`src/rtl/trb_pkg.sv`:
```
// Shared types, widths and codes of the trace ring buffer.
`default_nettype none

package trb_pkg;

	localparam int SLOTS  = 32;
	localparam int SLOT_W = $clog2(SLOTS);
	localparam int CNT_W  = $clog2(SLOTS + 1);

	localparam int STATE_W = 16;
	localparam int ID_W    = 22;
	localparam int NAME_W  = 64;
	localparam int COUNT_W = 32;
	localparam int COPY_W  = 6;

	localparam int IN_FIELDS_W  = STATE_W + 2 * ID_W + 2 * NAME_W + COUNT_W;
	localparam int IN_TDATA_W   = ((IN_FIELDS_W + 7) / 8) * 8;
	localparam int OUT_FIELDS_W = STATE_W + 2 * ID_W + 2 * NAME_W + COUNT_W + COPY_W;
	localparam int OUT_TDATA_W  = ((OUT_FIELDS_W + 7) / 8) * 8;
	localparam int ACT_W        = 2;

	typedef logic [SLOT_W-1:0] slot_t;
	typedef logic [CNT_W-1:0]  copy_cnt_t;

	localparam slot_t LAST_SLOT = slot_t'(SLOTS - 1);

	typedef enum logic [ACT_W-1:0] {
		ACT_RECORD = 2'd0,
		ACT_READ   = 2'd1,
		ACT_CLEAR  = 2'd2
	} action_t;

	typedef enum logic [1:0] {
		SC_IDLE,
		SC_EVAL,
		SC_SUMM
	} scan_state_t;

	// one slot as stored in the RAM, state in the lowest bits
	typedef struct packed {
		logic [NAME_W-1:0]  name_high;
		logic [NAME_W-1:0]  name_low;
		logic [ID_W-1:0]    group_id;
		logic [ID_W-1:0]    thread_id;
		logic [COUNT_W-1:0] count;
		logic [STATE_W-1:0] state;
	} entry_t;

	localparam int ENTRY_W = $bits(entry_t);

	typedef struct packed {
		slot_t              wr_slot;
		logic [COUNT_W-1:0] total;
		logic [SLOTS-1:0]   valid;
		logic [SLOTS-1:0]   written;
	} slot_status_t;

endpackage

`default_nettype wire

```
`src/rtl/trb_scan.sv`:
```
// Read walk over the slot RAM with window rules and the output beat register.
`default_nettype none

module trb_scan (
	input  wire logic                              clk,
	input  wire logic                              arst_n,
	input  wire logic                              accept,
	input  wire logic [trb_pkg::ACT_W-1:0]         action,
	input  wire logic [trb_pkg::COUNT_W-1:0]       start_count,
	input  wire trb_pkg::slot_status_t             status,
	input  wire trb_pkg::entry_t                   rdata,
	output logic                                   idle,
	output logic                                   re,
	output trb_pkg::slot_t                         raddr,
	output logic                                   m_tvalid,
	input  wire logic                              m_tready,
	output logic [trb_pkg::OUT_TDATA_W-1:0]        m_tdata,
	output logic                                   m_tuser,
	output logic                                   m_tlast
);

	import trb_pkg::*;

	scan_state_t        state_q, state_d;
	slot_t              idx_q, i_q, idx_next;
	logic [COUNT_W-1:0] start_q, total_q, nxt_q;
	copy_cnt_t          cnt_q;
	logic               out_valid_q, out_summ_q;
	logic [OUT_TDATA_W-1:0] out_data_q;

	logic [COUNT_W-1:0] c;
	logic               stop, below, copy, out_free;
	logic               begin_scan, adv, load_entry, load_summ;

	assign idx_next = (idx_q == LAST_SLOT) ? '0 : idx_q + 1'b1;
	assign out_free = !out_valid_q || m_tready;

	// a slot never written holds count zero
	assign c     = status.written[idx_q] ? rdata.count : '0;
	assign stop  = ((start_q != '0) &&
	                ({1'b0, c} > ({1'b0, start_q} + (COUNT_W+1)'(SLOTS)))) ||
	               ((total_q < COUNT_W'(SLOTS)) && (c >= total_q));
	assign below = (start_q != '0) && (c < start_q);
	assign copy  = !below && status.valid[idx_q];

	always_comb begin
		state_d    = state_q;
		re         = 1'b0;
		raddr      = idx_next;
		begin_scan = 1'b0;
		adv        = 1'b0;
		load_entry = 1'b0;
		load_summ  = 1'b0;
		case (state_q)
			SC_IDLE: begin
				raddr = status.wr_slot;
				if (accept && (action == ACT_READ)) begin
					re         = 1'b1;
					begin_scan = 1'b1;
					state_d    = SC_EVAL;
				end
			end
			SC_EVAL: begin
				if (stop) begin
					state_d = SC_SUMM;
				end else if (!copy || out_free) begin
					adv        = 1'b1;
					load_entry = copy;
					if (i_q == LAST_SLOT) begin
						state_d = SC_SUMM;
					end else begin
						re = 1'b1;
					end
				end
			end
			SC_SUMM: begin
				if (out_free) begin
					load_summ = 1'b1;
					state_d   = SC_IDLE;
				end
			end
			default: state_d = SC_IDLE;
		endcase
	end

	always_ff @(posedge clk or negedge arst_n) begin
		if (!arst_n) begin
			state_q     <= SC_IDLE;
			out_valid_q <= 1'b0;
		end else begin
			state_q <= state_d;
			if (load_entry || load_summ) begin
				out_valid_q <= 1'b1;
			end else if (m_tready) begin
				out_valid_q <= 1'b0;
			end
		end
	end

	always_ff @(posedge clk) begin
		if (begin_scan) begin
			idx_q   <= status.wr_slot;
			i_q     <= '0;
			start_q <= start_count;
			total_q <= status.total;
			nxt_q   <= start_count;
			cnt_q   <= '0;
		end else if (adv) begin
			idx_q <= idx_next;
			i_q   <= i_q + 1'b1;
			if (copy) begin
				nxt_q <= c;
				cnt_q <= cnt_q + 1'b1;
			end
		end
		if (load_entry) begin
			out_summ_q <= 1'b0;
			out_data_q <= {(OUT_TDATA_W-OUT_FIELDS_W)'(0), COPY_W'(0), COUNT_W'(0),
			               rdata.name_high, rdata.name_low, rdata.thread_id,
			               rdata.group_id, rdata.state};
		end else if (load_summ) begin
			out_summ_q <= 1'b1;
			out_data_q <= {(OUT_TDATA_W-OUT_FIELDS_W)'(0), COPY_W'(cnt_q), nxt_q,
			               (2*NAME_W + 2*ID_W + STATE_W)'(0)};
		end
	end

	assign idle     = (state_q == SC_IDLE);
	assign m_tvalid = out_valid_q;
	assign m_tdata  = out_data_q;
	assign m_tuser  = out_summ_q;
	assign m_tlast  = out_summ_q;

endmodule

`default_nettype wire

```
`config.mk`:
```
export PLATFORM = sky130hd
export DESIGN_NAME = trb_scan
export DESIGN_NICKNAME = d
export VERILOG_FILES = /design/src/rtl/trb_pkg.sv /design/src/rtl/trb_scan.sv
export SDC_FILE = /design/constraint.sdc
export NUM_CORES = 1
export LEC_CHECK = 0
export ABC_CLOCK_PERIOD_IN_PS = 18480
export BUFFER_PORTS_ARGS = -buffer_cell sky130_fd_sc_hd__buf_2
export CORE_ASPECT_RATIO = 0.9
export CORE_UTILIZATION = 29
export DETAILED_ROUTE_END_ITERATION = 6
export SETUP_SLACK_MARGIN = 0.5
export SYNTH_ARGS = -nofsm -noshare
export SYNTH_HDL_FRONTEND = slang
export SYNTH_SLANG_ARGS = --single-unit
```
`constraint.sdc`:
```
create_clock -name clk -period 18.48 [get_ports clk]
set_clock_uncertainty 0.05 [all_clocks]
set_input_delay 0.924 -clock clk [delete_from_list [all_inputs] [get_ports clk]]
set_output_delay 0.924 -clock clk [all_outputs]
set_load 0.01 [all_outputs]
```
# ---- Word level (Yosys, flattened, before mapping)
# Cells that the tools add are included.
dict set report word_totals {
  reg_bits 342
  inputBits 359
  out_inout_bits 242
  wordCells 86
}
dict set report op_classes {
  add_sub_neg 4
  n_lt_le_gt_ge 5
  n_eq_ne 9
  mux 36
  n_reduce_logical 21
}
# cell n
set op_table {}
lappend op_table {{$mux 188} 2}
lappend op_table {{$mux 32} 4}
lappend op_table {{$add 32x6->33 const B} 1}
lappend op_table {{$gt 32x33->1} 1}
lappend op_table {{$ge 32x32->1} 1}
lappend op_table {{$lt 32x32->1} 1}
lappend op_table {{$lt 32x6->1 const B} 1}
lappend op_table {{$reduce_bool 32->1} 1}
lappend op_table {{$mux 5} 4}
lappend op_table {{$mux 1} 17}
lappend op_table {{$add 5x1->5 const B} 2}
lappend op_table {{$bmux 1 s5} 2}
lappend op_table {{$eq 5x5->1 const B} 2}
lappend op_table {{$mux 2} 5}
lappend op_table {{$reduce_bool 2->1} 4}
lappend op_table {{$add 6x1->6 const B} 1}
lappend op_table {{$lt 5x6->1 const B} 1}
lappend op_table {{$ne 3x3->1 const B} 2}
lappend op_table {{$pmux 2 s3} 1}
lappend op_table {{$logic_and 1x1->1} 5}
lappend op_table {{$eq 2x1->1 const B} 2}
lappend op_table {{$logic_or 1x1->1} 4}
lappend op_table {{$reduce_and 2->1} 2}
lappend op_table {{$reduce_and 4->1} 1}
lappend op_table {{6 further kinds} 8}

# ---- Longest topological paths before layout
# Gate-level depths: netlist of the first run.
dict set report logic_depth {
  word_depth 14
  depth_mapped 20
  ltp_nobuf 16
}

# ---- Worst setup path before layout of the first run
# Ideal clock, no wire load.
dict set report synth_timing {
  kind {in2reg}
  start {input status[25] (netlist bit)}
  end {register out_data_q[0], in the netlist m_tdata[0] (enable)}
  setup_time_ns 0.998
  arrival_time_ns 17.296
  required_time_ns 17.432
  slack_ns 0.135
  path_stages 15
  n_path_buf 1
  path_cell_list {mux2_2 a222oi_1 o211a_1 nor3_4 clkbuf_1 and2_1 ha_1 a21o_1 a21o_1 a21o_1 a2111oi_0 o21ai_1 a221oi_4 o21ai_2 o21ai_0}
}
dict set report synth_between {
  elab_chain_cells 13
  word_cells_on_any_way 18
  classes_between {order compare (3); mux (6); reduce/logical (9)}
}
# element line
set synth_lines {}
lappend synth_lines {{from (decl)} trb_scan.sv:10} ;# input wire trb_pkg::slot_status_t status,
lappend synth_lines {{$bmux 1 s5 *} trb_scan.sv:39} ;# assign c = status.written[idx_q] ? rdata.count : '0;
lappend synth_lines {{$mux 1 (implied by the code) *} trb_scan.sv:39}
lappend synth_lines {{$mux 32 *} trb_scan.sv:39}
lappend synth_lines {{$lt 32x32->1} trb_scan.sv:43} ;# assign below = (start_q != '0) && (c < start_q);
lappend synth_lines {{$logic_and 1x1->1} trb_scan.sv:43}
lappend synth_lines {{$logic_not 1->1} trb_scan.sv:44} ;# assign copy = !below && status.valid[idx_q];
lappend synth_lines {{$logic_and 1x1->1} trb_scan.sv:44}
lappend synth_lines {{$logic_not 1->1} trb_scan.sv:66} ;# end else if (!copy || out_free) begin
lappend synth_lines {{$logic_or 1x1->1} trb_scan.sv:66}
lappend synth_lines {{$mux 1} trb_scan.sv:66}
lappend synth_lines {{$mux 1 *} trb_scan.sv:64} ;# if (stop) begin
lappend synth_lines {{$mux 1 *} trb_scan.sv:54} ;# case (state_q)
lappend synth_lines {{$reduce_bool 2->1 (no source line) *} n/a}
lappend synth_lines {{to (signal assigned)} trb_scan.sv:118} ;# out_data_q <= {(OUT_TDATA_W-OUT_FIELDS_W)'(0), COPY_W'(0), COUNT_W'(0),
lappend synth_lines {{to (signal assigned)} trb_scan.sv:123} ;# out_data_q <= {(OUT_TDATA_W-OUT_FIELDS_W)'(0), COPY_W'(cnt_q), nxt_q,
lappend synth_lines {{to (decl)} trb_scan.sv:29} ;# logic [OUT_TDATA_W-1:0] out_data_q;
# Every way passes the cells marked *; elsewhere a longest branch is shown, timed or not. The select of a mux whose other input is x is not followed.
# A chain may end at the register's enable or synchronous reset.

# ---- Final worst setup path of the first run
dict set report layout_timing {
  start {register idx_q[0]}
  end {output re}
}
dict set report layout_between {
  elab_chain_cells 12
  word_cells_on_any_way 19
  classes_between {order compare (3); mux (8); reduce/logical (8)}
}
# element line
set layout_lines {}
lappend layout_lines {{from (decl)} trb_scan.sv:25} ;# slot_t idx_q, i_q, idx_next;
lappend layout_lines {{from (signal assigned)} trb_scan.sv:102} ;# idx_q <= status.wr_slot;
lappend layout_lines {{from (signal assigned)} trb_scan.sv:109} ;# idx_q <= idx_next;
lappend layout_lines {{$bmux 1 s5} trb_scan.sv:39}
lappend layout_lines {{$mux 1 (implied by the code)} trb_scan.sv:39}
lappend layout_lines {{$mux 32} trb_scan.sv:39}
lappend layout_lines {{$lt 32x32->1} trb_scan.sv:43}
lappend layout_lines {{$logic_and 1x1->1} trb_scan.sv:43}
lappend layout_lines {{$logic_not 1->1} trb_scan.sv:44}
lappend layout_lines {{$logic_and 1x1->1} trb_scan.sv:44}
lappend layout_lines {{$logic_not 1->1} trb_scan.sv:66}
lappend layout_lines {{$logic_or 1x1->1} trb_scan.sv:66}
lappend layout_lines {{$mux 1} trb_scan.sv:66}
lappend layout_lines {{$mux 1 *} trb_scan.sv:64}
lappend layout_lines {{$pmux 1 s2 *} trb_scan.sv:54}
lappend layout_lines {{to (decl)} trb_scan.sv:13} ;# output logic re,
# Marks and branches as above.

==> summary.json, run 1 <==
{
  "cp_num_buf_inv": {"value": 3},
  "die_height": {"value": 228, "unit": "µm"},
  "cts.repair_timing.setup_buffer_count": {"value": 0},
  "placement.cell_area": {"value": 0.0201, "unit": "mm²"},
  "fin_crit_sh": {"value": 0.398},
  "crit-reg2reg-launch": {"value": "idx_q[0]"},
  "critical_path.reg2reg.endpoint": {"value": "m_tdata[93]"},
  "syn-cell-area": {"value": 0.0164, "unit": "mm²"},
  "grt_max_degree": {"value": 190},
  "design_area": {"value": 0.0214, "unit": "mm²"},
  "postLayoutCoreUtil": {"value": 0.383},
  "drc": {"value": 0},
  "synth_edf_count": {"value": 289},
  "dpl.hpwl": {"value": 44800, "unit": "µm"},
  "pwr-share-clk": {"value": 0.235},
  "top_usage_layer": {"value": "met2"},
  "grt_first_pass_wirelength": {"value": 82200, "unit": "µm"},
  "post_synth_num_cell_types": {"value": 66},
  "timing_max_transition_violations_final": {"value": 0},
  "switching_power": {"value": 1.23, "unit": "mW"},
  "hp-class": {"value": "input port to async pin"},
  "setup_repair_after_global_routing_missed_its_margin": {"value": "no"},
  "timing.critical_path.to_type": {"value": "output pin"},
  "slowest_stage": {"value": "a2111oi_0"},
  "yosys_register_bits": {"value": 342},
  "die_w": {"value": 253, "unit": "µm"},
  "clock_insertion_delay_worst_skew": {"value": 0.56, "unit": "ns"},
  "power.density_cell_area": {"value": 151, "unit": "mW/mm²"},
  "critical_path.most_common_cell": {"value": "a21o_1"},
  "io_buffer_count": {"value": 594},
  "antenna_violations_before_repair": {"value": 19},
  "cts_root_buffer": {"value": "clkbuf_16"},
  "grt_use_met3": {"value": 0.0604},
  "layout-drive-gt1-share": {"value": 0.377},
  "grt.met2_usage": {"value": 0.341},
  "cell_internal_pwr": {"value": 2.00, "unit": "mW"},
  "power.leakage": {"value": 9.81, "unit": "nW"},
  "seq_pwr_share": {"value": 0.363},
  "clock_input_transition_at_the_sequential_cells_of_the_worst_setup_and_hold_paths": {"value": 0.06, "unit": "ns"},
  "fmax": {"value": 0.136, "unit": "GHz"},
  "run_status": {"value": "finished, final reports clean"},
  "routed-via-count": {"value": 13000},
  "total_clock_sinks": {"value": 342},
  "grt_overflow": {"value": 0},
  "core_area": {"value": 0.0558, "unit": "mm²"},
  "critPathRequiredTime": {"value": 17.51, "unit": "ns"},
  "tritoncts": {"value": "done"},
  "timing_hold_violations_final": {"value": 0},
  "cts_resized": {"value": 0},
  "synth.top_cell.area_share": {"value": 0.529},
  "synth_async_sr_flop_share": {"value": 0.00877},
  "crit_family": {"value": "compound AO/OA/AOI/OAI gates"},
  "final.fill_count": {"value": 5532},
  "postSynthCellCount": {"value": 1340},
  "floorplan.die_area": {"value": 0.0575, "unit": "mm²"},
  "avg_inst_size_synth": {"value": 12.2, "unit": "µm²"},
  "gp_routability_congestion": {"value": 0.869},
  "reg2reg_setup_slack": {"value": 11.91, "unit": "ns"},
  "cell_types_with_the_largest_area_share_after_synthesis": {"value": "edfxtp_1 (53%), and3_1 (7.4%), ha_1 (7.2%), dfxtp_1 (6.1%), nand2_1 (3.1%)"},
  "fin_setup_tns": {"value": 0, "unit": "ns"},
  "crit_chain": {"value": "buf_4 -> mux2_2 -> a222oi_1 -> o211a_1 -> nor3_4 -> buf_4 -> and2_1 -> ha_1 -> a21o_1 -> a21o_1 -> a21o_1 -> a2111oi_0 -> o21ai_1 -> a221oi_4 -> o21a_4 -> nand2_1 -> o31ai_1 -> buf_2"},
  "slowest_delay": {"value": 0.66, "unit": "ns"},
  "data_arrival_critical_path": {"value": 6.39, "unit": "ns"},
  "holdBufCountCts": {"value": 0},
  "synthesis.yosys.warnings": {"value": 0},
  "switching_share": {"value": 0.380},
  "timing.max_cap.violations": {"value": 0},
  "layout_min_cycle_time": {"value": 7.36, "unit": "ns"},
  "setup_violations": {"value": 0},
  "synth_top_cell_by_area": {"value": "edfxtp_1"},
  "avgRoutedWirePerCell": {"value": 21.5, "unit": "µm"},
  "first_pass_iters": {"value": 5},
  "nNetsFinal": {"value": 2367},
  "sequential_cell_area": {"value": 0.00975, "unit": "mm²"},
  "number_of_global_route_vias_before_repair": {"value": 13000},
  "drtAntennaViolNets": {"value": 0},
  "drt_iter0_markers": {"value": 792},
  "routed_wl": {"value": 58000, "unit": "µm"},
  "most-common-layout-cells": {"value": "buf_2 (594), edfxtp_1 (289), and3_1 (194)"},
  "critical_path.startpoint_type": {"value": "flip-flop"},
  "critical_path.max_fanout": {"value": 76},
  "comb_power_share": {"value": 0.402},
  "ff2ff_path_depth": {"value": 17},
  "max-slew-margin-rel": {"value": 0.238},
  "initial_utilization": {"value": 0.294},
  "placement_rows": {"value": 82},
  "most_common_cell_after_layout_fill_and_taps_aside": {"value": "buf_2"},
  "vdd_drop_max": {"value": 0.128, "unit": "mV"},
  "num_io_pins": {"value": 601},
  "ys_seq_area_frac": {"value": 0.594},
  "cts_buffer_depth": {"value": 3},
  "syn_to_final_growth": {"value": 30.3, "unit": "%"},
  "clock_tree.htree_level_count": {"value": 2},
  "all_layer_gr_usage": {"value": 0.193},
  "synth_flop_cell": {"value": "edfxtp_1"},
  "cts_buffers": {"value": 41},
  "path_class": {"value": "flip-flop to output pin"},
  "grt.met1_usage": {"value": 0.219},
  "multiInputGateArea": {"value": 0.00608, "unit": "mm²"},
  "max_slew.worst_pin.slew": {"value": 1.14, "unit": "ns"},
  "vias_per_cell": {"value": 4.80}
}
worst max-delay path by stage:
stage / start / end / slack, ns / cells after the start
CTS: idx_q[0] / re / 11.05 / 18
finish: idx_q[0] / re / 11.12 / 18
floorplan: status[25] / m_tdata[0] / 5.24 / 15
global placement: status[25] / re / 11.54 / 18
detailed placement: status[23] / re / 11.46 / 18
global route: idx_q[0] / re / 10.64 / 18
metal layers:
layer	up-vias	wire [µm]
li1	6110	-
met1	6270	22100
met2	471	29300
met3	101	4840
met4	4	1750
met5	-	31
cells by family (layout without fill, tap and decap cells):
logic type | Yosys count | count (layout) | synth area share
and+or+nand+nor | 495 | 495 | 0.166
DFF | 342 | 342 | 0.594
AOI/OAI and AO/OA | 159 | 159 | 0.0633
buffers and inverters | 153 | 746 | 0.0390
adders and majority gates | 94 | 94 | 0.0717
muxes | 68 | 68 | 0.0506
xor gates and xnor gates | 28 | 28 | 0.0149
other | 1 | 12 | 0.000229
power by group through the flow:
stage / Clock [mW] / Combinational [mW] / Sequential (mW)
after detailed placement: 0 / 1.31 / 1.19
final: 0.758 / 1.30 / 1.17
after global placement: 0 / 1.28 / 1.18
after global routing: 0.810 / 1.44 / 1.19
after floorplan: 0 / 0.768 / 1.28
after CTS: 0.783 / 1.32 / 1.17
cells in the mapped netlist, types with 8 or more instances:
library cell / number
edfxtp_1: 289
and3_1: 194
nand2_1: 135
ha_1: 94
inv_1: 73
a21oi_1: 66
clkbuf_1: 57
dfxtp_1: 50
mux2_2: 40
and2_1: 33
xnor2_1: 27
nand4_1: 25
nor2_1: 24
mux2i_1: 20
nand3_1: 20
nor4_1: 19
o21ai_0: 19
a21o_1: 15
buf_2: 11
buf_4: 10
mux4_2: 8
nor3_1: 8
area by class of cell:
cell class	count	share of cell area
sequential	342	0.456
clock inverter	14	0.00521
tap	756	0.0442
antenna	6	0.000702
clock buffer	53	0.0525
timing repair buffer	606	0.144
multi-input combinational	850	0.284
inverter	73	0.0128
flip-flops by register name, indices dropped and copies added, names as in the netlist, 2 cells and up:
name / count
cnt_q: 6
i_q: 5
state_q: 2
start_q: 32
total_q: 32
nxt_q: 32
m_tdata: 226
idx_q: 5
per-stage QoR:
stage	hold WS [ns]	total power [mW]	instances	setup slack [ns]
floorplan	0.376	2.05	1345	5.24
global placement	0.392	2.47	2627	11.54
detailed placement	0.397	2.50	2627	11.46
CTS	0.0510	3.27	2694	11.05
global route	0.0729	3.44	2700	10.64
finish	0.100	3.23	2700	11.12
Note: power is estimated with default switching activity, not from simulation.
==> inputs of run 2 (changes only) <==
--- a/config.mk
+++ b/config.mk
@@ -5,7 +5,8 @@
 export SDC_FILE = /design/constraint.sdc
 export NUM_CORES = 1
 export LEC_CHECK = 0
-export ABC_CLOCK_PERIOD_IN_PS = 18480
+export ABC_AREA = 1
+export ABC_CLOCK_PERIOD_IN_PS = 6400
 export BUFFER_PORTS_ARGS = -buffer_cell sky130_fd_sc_hd__buf_2
 export CORE_ASPECT_RATIO = 0.9
 export CORE_UTILIZATION = 29
==> constraint.sdc (replaced) <==
create_clock -name clk -period 6.4 [get_ports clk]
set_clock_uncertainty 0.05 [all_clocks]
set_input_delay 0.32 -clock clk [delete_from_list [all_inputs] [get_ports clk]]
set_output_delay 0.32 -clock clk [all_outputs]
set_load 0.01 [all_outputs]
==> run 2 against run 1 <==
Net effect:
- sequential cell count unchanged
- clock power increased to 2.9 times the previous value
- wire length increased by 4.3%
- count of clock-buffer cells in the layout decreased by 6
- synthesized cell count increased by 33%
- non-clock buffer count increased by 143
- global-route usage about the same
- core utilization increased by 2.0 points
- power increased to 2.7 times the previous value
==> summary.json, run 2 <==
{
  "run_status": {"value": "finished, final reports clean", "change": "unchanged"},
  "routed-via-count": {"value": 14900, "change": "was 13000"},
  "synth-compound-area-share": {"value": 0.0513, "change": "was 0.0633"},
  "postSynthCellCount": {"value": 1783, "change": "was 1340"},
  "power.density_cell_area": {"value": 370, "unit": "mW/mm²", "change": "was 151 mW/mm²"},
  "most_common_cell_after_layout_fill_and_taps_aside": {"value": "buf_2", "change": "unchanged"},
  "cts_root_buffer": {"value": "clkbuf_16", "change": "unchanged"},
  "syn-cell-area": {"value": 0.0172, "unit": "mm²", "change": "was 0.0164 mm²"},
  "clock_tree.htree_level_count": {"value": 2, "change": "unchanged"},
  "crit_chain": {"value": "nand3_1 -> nor3_2 -> nand2_1 -> nor3_4 -> nand2_1 -> nor2_2 -> nand3_1 -> nor2_2 -> nand3_2 -> nor2_2 -> nand4_1 -> xor2_1 -> ha_1 -> nand2_1 -> nor3_1 -> nand4_1 -> nor4_2 -> a21oi_2 -> a21oi_4 -> buf_4 -> nand2_1 -> o21ai_0 -> buf_2", "change": "was buf_4 -> mux2_2 -> a222oi_1 -> o211a_1 -> nor3_4 -> buf_4 -> and2_1 -> ha_1 -> a21o_1 -> a21o_1 -> a21o_1 -> a2111oi_0 -> o21ai_1 -> a221oi_4 -> o21a_4 -> nand2_1 -> o31ai_1 -> buf_2"},
  "critical_path.most_common_cell": {"value": "nand2_1", "change": "was a21o_1"},
  "switching_share": {"value": 0.376, "change": "was 0.380"},
  "clock_insertion_delay_worst_skew": {"value": 0.56, "unit": "ns", "change": "about the same"},
  "max_slew.worst_pin.slew": {"value": 1.03, "unit": "ns", "change": "was 1.14 ns"},
  "largest_family_of_logic_cells_by_synthesized_area": {"value": "simple AND/OR/NAND/NOR gates", "change": "unchanged"},
  "drtAntennaViolNets": {"value": 0, "change": "unchanged"},
  "largest_reg_flops": {"value": 226, "change": "unchanged"},
  "initial_utilization": {"value": 0.294, "change": "about the same"},
  "avgRoutedWirePerCell": {"value": 18.2, "unit": "µm", "change": "was 21.5 µm"},
  "grt_max_degree": {"value": 138, "change": "was 190"},
  "first_pass_iters": {"value": 6, "change": "was 5"},
  "max-slew-margin-rel": {"value": 0.313, "change": "was 0.238"},
  "critPathRequiredTime": {"value": 6.03, "unit": "ns", "change": "was 17.51 ns"},
  "layout-drive-gt1-share": {"value": 0.314, "change": "was 0.377"},
  "ys_seq_area_frac": {"value": 0.568, "change": "was 0.594"},
  "synth.top_cell.area_share": {"value": 0.505, "change": "was 0.529"},
  "cts_buffers": {"value": 39, "change": "was 41"},
  "grt_overflow": {"value": 0, "change": "unchanged"},
  "synth_flop_cell": {"value": "edfxtp_1", "change": "unchanged"},
  "placement_rows": {"value": 84, "change": "was 82"},
  "floorplan.die_area": {"value": 0.0602, "unit": "mm²", "change": "was 0.0575 mm²"},
  "die_w": {"value": 259, "unit": "µm", "change": "was 253 µm"},
  "die_height": {"value": 233, "unit": "µm", "change": "was 228 µm"},
  "setup_violations": {"value": 0, "change": "unchanged"},
  "power.leakage": {"value": 11.3, "unit": "nW", "change": "was 9.81 nW"},
  "fin_setup_tns": {"value": 0, "unit": "ns", "change": "unchanged"},
  "syn_to_final_growth": {"value": 37.2, "unit": "%", "change": "was 30.3%"},
  "dpl.hpwl": {"value": 47600, "unit": "µm", "change": "was 44800 µm"},
  "critical_path.startpoint_type": {"value": "flip-flop", "change": "unchanged"},
  "timing_max_transition_violations_final": {"value": 0, "change": "unchanged"},
  "total_clock_sinks": {"value": 342, "change": "unchanged"},
  "antenna_violations_before_repair": {"value": 17, "change": "was 19"},
  "holdPathStages": {"value": 3},
  "all_layer_gr_usage": {"value": 0.194, "change": "was 0.193"},
  "comb_power_share": {"value": 0.369, "change": "was 0.402"},
  "synth_async_sr_flop_share": {"value": 0.00877, "change": "unchanged"},
  "pwr-share-clk": {"value": 0.254, "change": "was 0.235"},
  "timing.max_cap.violations": {"value": 0, "change": "unchanged"},
  "number_of_global_route_vias_before_repair": {"value": 15000, "change": "was 13000"},
  "cts_buffer_depth": {"value": 3, "change": "unchanged"},
  "critical_path.max_fanout": {"value": 12, "change": "was 76"},
  "switching_power": {"value": 3.27, "unit": "mW", "change": "was 1.23 mW"},
  "synthXorXnorAreaFrac": {"value": 0.0127, "change": "was 0.0149"},
  "num_io_pins": {"value": 601, "change": "unchanged"},
  "cell_internal_pwr": {"value": 5.44, "unit": "mW", "change": "was 2.00 mW"},
  "timing_hold_violations_final": {"value": 0, "change": "unchanged"},
  "layout_min_cycle_time": {"value": 5.46, "unit": "ns"},
  "synthAdderAreaFrac": {"value": 0.0685, "change": "was 0.0717"},
  "timing.critical_path.to_type": {"value": "output pin", "change": "unchanged"},
  "cts.repair_timing.setup_buffer_count": {"value": 0, "change": "unchanged"},
  "ff2ff_path_depth": {"value": 20, "change": "was 17"},
  "yosys_register_bits": {"value": 342, "change": "unchanged"},
  "grt_first_pass_wirelength": {"value": 87200, "unit": "µm", "change": "was 82200 µm"},
  "core_area": {"value": 0.0584, "unit": "mm²", "change": "was 0.0558 mm²"},
  "vias_per_cell": {"value": 4.50, "change": "was 4.80"},
  "synth-simple-area-share": {"value": 0.197, "change": "was 0.166"},
  "synth_top_cell_by_area": {"value": "edfxtp_1", "change": "unchanged"},
  "seq_pwr_share": {"value": 0.377, "change": "was 0.363"},
  "setup_repair_after_global_routing_missed_its_margin": {"value": "no", "change": "unchanged"},
  "path_class": {"value": "flip-flop to output pin", "change": "unchanged"},
  "gp_routability_congestion": {"value": 0.942, "change": "was 0.869"},
  "clock_input_transition_at_the_sequential_cells_of_the_worst_setup_and_hold_paths": {"value": 0.06, "unit": "ns", "change": "about the same"},
  "slowest_delay": {"value": 0.44, "unit": "ns", "change": "was 0.66 ns"},
  "netlist_top_cells_count": {"value": "inv_1 (340), nand2_1 (325), edfxtp_1 (289)", "change": "was edfxtp_1 (289), and3_1 (194), nand2_1 (135)"},
  "io_buffer_count": {"value": 594, "change": "unchanged"},
  "postLayoutCoreUtil": {"value": 0.403, "change": "was 0.383"},
  "routed_wl": {"value": 60500, "unit": "µm", "change": "was 58000 µm"},
  "synth_edf_count": {"value": 289, "change": "unchanged"},
  "most-common-layout-cells": {"value": "buf_2 (594), inv_1 (338), nand2_1 (323)", "change": "was buf_2 (594), edfxtp_1 (289), and3_1 (194)"},
  "drt_iter0_markers": {"value": 838, "change": "was 792"},
  "tritoncts": {"value": "done", "change": "unchanged"},
  "data_arrival_critical_path": {"value": 5.09, "unit": "ns", "change": "was 6.39 ns"},
  "slowest_stage": {"value": "edfxtp_1", "change": "was a2111oi_0"},
  "fin_crit_sh": {"value": 0.853},
  "nNetsFinal": {"value": 2964, "change": "was 2367"},
  "hp-class": {"value": "input port to flip-flop", "change": "was input port to async pin"},
  "synthesis.yosys.warnings": {"value": 0, "change": "unchanged"},
  "cell_types_with_the_largest_area_share_after_synthesis": {"value": "edfxtp_1 (51%), inv_1 (7.4%), nand2_1 (7.1%), ha_1 (6.8%), dfxtp_1 (5.8%)", "change": "was edfxtp_1 (53%), and3_1 (7.4%), ha_1 (7.2%), dfxtp_1 (6.1%), nand2_1 (3.1%)"},
  "vdd_drop_max": {"value": 0.217, "unit": "mV", "change": "was 0.128 mV"},
  "yosysMostFrequentCell": {"value": "inv_1", "change": "was edfxtp_1"},
  "avg_inst_size_synth": {"value": 9.63, "unit": "µm²", "change": "was 12.2 µm²"},
  "drc": {"value": 0, "change": "unchanged"},
  "fmax": {"value": 0.183, "unit": "GHz"},
  "muxShareOfSynthArea": {"value": 0, "change": "was 0.0506"},
  "post_synth_num_cell_types": {"value": 48, "change": "was 66"}
}
==> run 2: worst paths after layout <==
path / start / end / slack [ns]
min in group asynchronous: arst_n / m_tvalid / 0.07
hold reg to reg: m_tdata[220] / m_tdata[220] / 0.41
max in group asynchronous: arst_n / state_q[1] / 6.12
setup reg to reg: idx_q[0] / m_tdata[122] / 1.42
setup / recovery: start_q[5] / re / 0.94
hold / removal: rdata[98] / m_tdata[66] / 0.03
==> run 2: cell families (layout without fill, tap and decap cells) <==
kind of cell             after synthesis  count (layout)
AO/OA/AOI/OAI                        160             160
other                                  1              12
AND/OR/NAND/NOR                      751             751
adder cells (fa/ha/maj)               94              94
buffers and inverters                410            1162
XOR/XNOR                              25              25
flip-flops                           342             342
==> run 2: power by group through the flow <==
stage	sequential [mW]	clock, mW	combinational (mW)
after detailed placement	3.33	0	3.15
after global routing	3.33	2.35	3.60
final	3.28	2.22	3.21
after CTS	3.28	2.27	3.24
after floorplan	3.48	0	1.73
after global placement	3.31	0	3.09
==> run 2: worst max-delay path, delay by kind of cell (launching register included) <==
kind                       cells  cell delay [ns]
and+or+nand+nor               16             2.61
AOI/OAI and AO/OA              3             0.61
DFF                            1             0.44
buffers and inverters          2             0.41
adders and majority gates      1             0.29
xor gates and xnor gates       1             0.17
==> run 2: per-layer routing <==
layer / part of all wire / wire, µm / vias to the layer above / GRT usage
met3: 0.066 / 4010 / 105 / 0.0453
met4: 0.032 / 1940 / 0 / 0.0680
li1: - / - / 7232 / -
met1: 0.36 / 21800 / 7085 / 0.203
met5: 0 / 0 / - / 0
met2: 0.54 / 32700 / 513 / 0.373
==> run 2: metrics by stage <==
step	instances	total power, mW	worst slack, ns	area, µm²	hold WS [ns]
final	3320	8.71	0.942	23600	0.0305
after detailed placement	3107	6.48	1.20	20900	0.0750
after global placement	3107	6.41	1.21	20900	0.0698
after floorplan	1788	5.21	0.930	17200	-0.0256
after CTS	3314	8.79	0.616	23500	0.000196
after global routing	3320	9.28	0.521	23600	0.00859
==> run 2: area by class of cell <==
class	instances	area [µm²]
Antenna cell	6	15.0
Clock buffer	47	1040
Clock inverter	23	206
Fill cell	5852	34900
Inverter	343	1300
Multi-Input combinational cell	1036	5760
Sequential cell	342	9750
Tap cell	774	968
Timing Repair Buffer	749	4530
==> run 2: timing repair <==
item	4_1_cts	5_1_grt
endpoints found under the setup margin	0	1
hold buffers	137	0
hold endpoints to repair	155	0
gates resized for setup	0	8
